[config.mk]
export PLATFORM = sky130hd
export DESIGN_NAME = rsp_back
export DESIGN_NICKNAME = d
export VERILOG_FILES = /design/src/rtl/rsp_pkg.sv /design/src/rtl/rsp_back.sv
export SDC_FILE = /design/constraint.sdc
export NUM_CORES = 1
export LEC_CHECK = 0
export CORE_AREA = 8 8 324 326
export CTS_CLUSTER_DIAMETER = 30
export CTS_CLUSTER_SIZE = 24
export DETAILED_ROUTE_END_ITERATION = 8
export DIE_AREA = 0 0 332 334
export DONT_BUFFER_PORTS = 1
export GPL_TIMING_DRIVEN = 1
export MAX_ROUTING_LAYER = met4
export PLACE_DENSITY = 0.3
export RECOVER_POWER = 50
export SKIP_LAST_GASP = 1
export SLEW_MARGIN = 20
export SYNTH_ARGS = -nofsm -noshare
export SYNTH_HDL_FRONTEND = slang
export SYNTH_SLANG_ARGS = --single-unit
export TNS_END_PERCENT = 5
[constraint.sdc]
create_clock -name clk -period 13.88 [get_ports clk]
set_input_delay 0.694 -clock clk [delete_from_list [all_inputs] [get_ports clk]]
set_output_delay 0.694 -clock clk [all_outputs]
set_load 0.005 [all_outputs]
[src/rtl/rsp_pkg.sv]
// ----------------------------------------------------------------------------
// rsp_pkg
// Shared widths, codes and pipeline bus types of the redshift-space map.
// ----------------------------------------------------------------------------
package rsp_pkg;

  localparam int FRAC_BITS_DEF = 24;
  localparam int QW            = 35;   // quotient bits kept by the divider
  localparam int DEN_W         = 97;   // |D|^2 * H
  localparam int DIV_W         = DEN_W + QW + 1;

  localparam logic [1:0] ST_OK     = 2'd0;
  localparam logic [1:0] ST_CENTER = 2'd1;
  localparam logic [1:0] ST_SAT    = 2'd2;

  localparam logic [1:0] REG_HUBBLE = 2'd0;
  localparam logic [1:0] REG_CX     = 2'd1;
  localparam logic [1:0] REG_CY     = 2'd2;
  localparam logic [1:0] REG_CZ     = 2'd3;

  typedef struct packed {
    logic [2:0][31:0] pos;
    logic [2:0]       dneg;
    logic             svneg;
    logic             zero;
  } side_t;

  typedef struct packed {
    logic                      valid;
    side_t                     side;
    logic [2:0][DIV_W-1:0]     rem;
    logic [DIV_W-1:0]          den;
    logic [2:0][QW-1:0]        quo;
    logic [2:0]                ovf;
  } div_bus_t;

endpackage

[src/rtl/rsp_back.sv]
// ----------------------------------------------------------------------------
// rsp_back
// Output stage: apply the signed offset, saturate, and form status.
// ----------------------------------------------------------------------------
module rsp_back import rsp_pkg::*; (
  input  logic             clk,
  input  logic             rst_n,
  input  div_bus_t         bus_in,
  output logic             out_valid,
  output logic [2:0][31:0] out_new,
  output logic [1:0]       out_status
);

  localparam logic [QW-1:0] QMAX = QW'(1) << (QW-1);

  logic             valid_r;
  logic [2:0][31:0] new_r;
  logic [1:0]       status_r;
  logic [2:0][31:0] res;
  logic [2:0][35:0] sum;
  logic [2:0]       neg;
  logic             sat;

  always_comb begin
    sat = 1'b0;
    for (int j = 0; j < 3; j++) begin
      neg[j] = bus_in.side.svneg ^ bus_in.side.dneg[j];
      if (neg[j]) begin
        sum[j] = {{4{bus_in.side.pos[j][31]}}, bus_in.side.pos[j]}
                 - {1'b0, bus_in.quo[j]};
      end else begin
        sum[j] = {{4{bus_in.side.pos[j][31]}}, bus_in.side.pos[j]}
                 + {1'b0, bus_in.quo[j]};
      end
      if (bus_in.ovf[j] || bus_in.quo[j] > QMAX) begin
        res[j] = neg[j] ? 32'h8000_0000 : 32'h7fff_ffff;
        sat = 1'b1;
      end else if ($signed(sum[j]) > $signed(36'sh0_7fff_ffff)) begin
        res[j] = 32'h7fff_ffff;
        sat = 1'b1;
      end else if ($signed(sum[j]) < -$signed(36'sh0_8000_0000)) begin
        res[j] = 32'h8000_0000;
        sat = 1'b1;
      end else begin
        res[j] = sum[j][31:0];
      end
    end
  end

  always_ff @(posedge clk) begin
    if (!rst_n) begin
      valid_r <= 1'b0;
    end else begin
      valid_r <= bus_in.valid;
    end
  end

  always_ff @(posedge clk) begin
    if (bus_in.side.zero) begin
      new_r    <= bus_in.side.pos;
      status_r <= ST_CENTER;
    end else begin
      new_r    <= res;
      status_r <= sat ? ST_SAT : ST_OK;
    end
  end

  assign out_valid  = valid_r;
  assign out_new    = new_r;
  assign out_status = status_r;

endmodule

==> flow_metrics.env <==
export IMPL_status="finished, final reports clean"
export IMPL_cts_hold_buf=0
export IMPL_setup_violations_final=0
export IMPL_hp_class="in -> reg"
export IMPL_area_growth_pct=15.4
export IMPL_hold_slack_ps=305
export IMPL_clockRootBuffer="clkbuf_16"
export IMPL_cpMaxStageDelayCell="nor4_1"
export IMPL_num_fill_cells=11519
export IMPL_layout_commonest_cell="a21oi_1"
export IMPL_grt_pass1_wl_um=91300
export IMPL_globalRouteTotalUtil_pct=11.7
export IMPL_cts_setup_buffers=0
export IMPL_ys_seq_area_share_pct=16.4
export IMPL_vias=11884
export IMPL_syn_nets=2509
export IMPL_ys_warnings_count=0
export IMPL_ios=843
export IMPL_worstSetupEndpointType="flip-flop"
export IMPL_preCtsSetupSlack_ps=6930
export IMPL_firstDrtPassIters=5
export IMPL_cap_violations=0
export IMPL_rows=116
export IMPL_cpMostUsedCell="nand2_1"
export IMPL_grt_pass1_vias=12266
export IMPL_hpwl_um=56500
export IMPL_cts_resized_gates=0
export IMPL_initial_core_util_pct=12.2
export IMPL_antenna_found_initial=20
export IMPL_multiInputGateArea_um2=9720
export IMPL_first_iter_violations=697
export IMPL_ant_nets=0
export IMPL_syn_avg_cell_area_um2=7.32
export IMPL_cts_buffers=9
export IMPL_synth_area_um2=12100
export IMPL_vias_per_cell=4.03
export IMPL_arrival_ps=6650
export IMPL_leakage_nw=5.05
export IMPL_placed_cells=2900
export IMPL_path_cells="inv_1 -> ha_1 -> nor4b_1 -> nand2_1 -> nor2_1 -> nand3b_1 -> nor4_1 -> a21oi_1 -> xnor2_1 -> ha_1 -> nand2_1 -> o21ai_0 -> nor3_1 -> o211ai_1 -> nand3_1 -> o41ai_1 -> xor2_1 -> or4_1 -> nand2_1 -> o21a_2 -> buf_4 -> a21oi_1"
export IMPL_cts_tree="built"
export IMPL_vdd_drop_max_uv=58.5
export IMPL_drive_gt1_share_pct=4.70
export IMPL_drv_slew=0
export IMPL_start_kind="primary input"
export IMPL_path_class="in -> reg"
export IMPL_synth_cell_types=80
export IMPL_slew_headroom_pct=29.4
export IMPL_nNetsFinal=2468
export IMPL_die_y_um=334
export IMPL_grt_max_degree=103
export IMPL_core_um2=99600
export IMPL_dieArea_um2=111000
export IMPL_worstPathMaxFanout=16
export IMPL_finalWirelength_um=65800
export IMPL_wl_per_cell_um=22.3
export IMPL_drc=0
export IMPL_powerDensity_nw_per_um2=109
export IMPL_fin_tns_setup_ps=0
export IMPL_hold_violations=0
export IMPL_finalCritPeriodShare_pct=46.1
export IMPL_rsz0062_at_grt="false"
export IMPL_worstPathRequired_ps=14140
export IMPL_port_buffers=0
export IMPL_regArea_um2=1980
export IMPL_synth_area_leader_cell="dfxtp_1"
export IMPL_place_congestion=0.842
export IMPL_clk_transition_reported_paths_ps=100
export IMPL_synth_seq_cells=99
export IMPL_synthArstFlopShare_pct=0
export IMPL_power_mw=1.52
export IMPL_critPathMaxStageDelay_ps=700
export IMPL_clock_path_buffers=2
export IMPL_synth_cells=1654
export IMPL_die_x_um=332
export IMPL_cts_max_level=3
export IMPL_period_needed_ps=6400
export IMPL_stdcell_count=2951
export IMPL_worst_pin_slew_ps=1050
export IMPL_cts_sinks=99
export IMPL_synth_ff_type="dfxtp_1"
export IMPL_synth_top_area_share_pct=16.4
export IMPL_synth_edf_count=0
export IMPL_grt_ovfl_total=0
export IMPL_layout_common_cells="a21oi_1 (227), nand2_1 (189), xnor2_1 (122)"
export IMPL_synth_area_top_cells="dfxtp_1 (16%), ha_1 (11%), a21oi_1 (9.4%)"
export IMPL_layout_setup_ws_ps=7480
export IMPL_max_freq_mhz=156
-- kinds of logic (layout without fill, tap and decap cells) --
logic type,count (synthesis),count (layout),synth area share (%)
XOR/XNOR,197,197,14.4
other,0,35,0
buffers and inverters,106,70,3.72
flip-flops,99,99,16.4
multiplexers,3,3,0.269
adder cells (fa/ha/maj),111,111,11.7
AND/OR/NAND/NOR,595,595,24.9
AO/OA/AOI/OAI,543,543,28.7
-- synth_stat cells (all sizes together), types with 4 or more instances --
cell type and number:
o21a 17, o41ai 7, clkbuf 45, o2111ai 4
or4 12, and3 22, inv 43, nor3 36
ha 108, or3 19, a211o 7, nand3 28
o21ai 91, nor2 113, nor2b 105, o31ai 16
nor4 17, a41oi 4, a21o 56, xnor2 124
nand2b 14, o21bai 11, a31oi 26, a21oi 248
nand2 189, buf 18, nand4 14, o211ai 11
a211oi 14, and4 5, xor2 73, and2 9
dfxtp 99
-- critical path, delay by kind of cell --
family	cells	cell delay, ps
and+or+nand+nor	10	2900
AOI/OAI and AO/OA	6	1640
adders and majority gates	2	590
buffers and inverters	2	470
xor gates and xnor gates	2	310
-- worst paths after layout --
kind / start / cells after the start / endpoint / slack, ps
min: bus_in[640] / 0 / out_status[0]$_SDFF_PP1_ / 300
max: bus_in[4] / 22 / out_new[19]$_DFF_P_ / 7480
-- registers in the layout, indices dropped and copies added, names as in the netlist --
name and flops:
out_status 2, out_valid 1, out_new 96
-- per-layer routing --
metal  vias to the layer above  track usage [%]  wire length (um)
met2                       325             18.2             29600
li1                       5910                -                 -
met3                        55             8.60             10400
met4                         0             4.27              1780
met5                         -                -                 0
met1                      5594             11.3             24000
-- through the flow --
stage | util [%] | cell area (um2)
after floorplan | - | 12100
after global placement | 13.6 | 13600
after detailed placement | 13.6 | 13600
after CTS | 14.0 | 13900
after global routing | 14.0 | 14000
final | 14.0 | 14000
-- area by class of cell --
cell class	count	area share (%)
Antenna cell	35	0.627
Clock inverter	7	0.671
Multi-Input combinational cell	1449	69.5
Tap cell	1298	11.6
Clock buffer	9	1.61
Sequential cell	99	14.2
Inverter	43	1.15
Timing Repair Buffer	11	0.591
-- power breakdown --
group / internal [mW] / total, mW / leakage (nW) / switching [mW]
Clock: 0.146 / 0.306 / 0.153 / 0.161
Combinational: 0.328 / 0.836 / 4.06 / 0.508
Sequential: 0.328 / 0.381 / 0.835 / 0.0529
Total: 0.802 / 1.52 / 5.05 / 0.721
(Power assumes the default switching activity.)
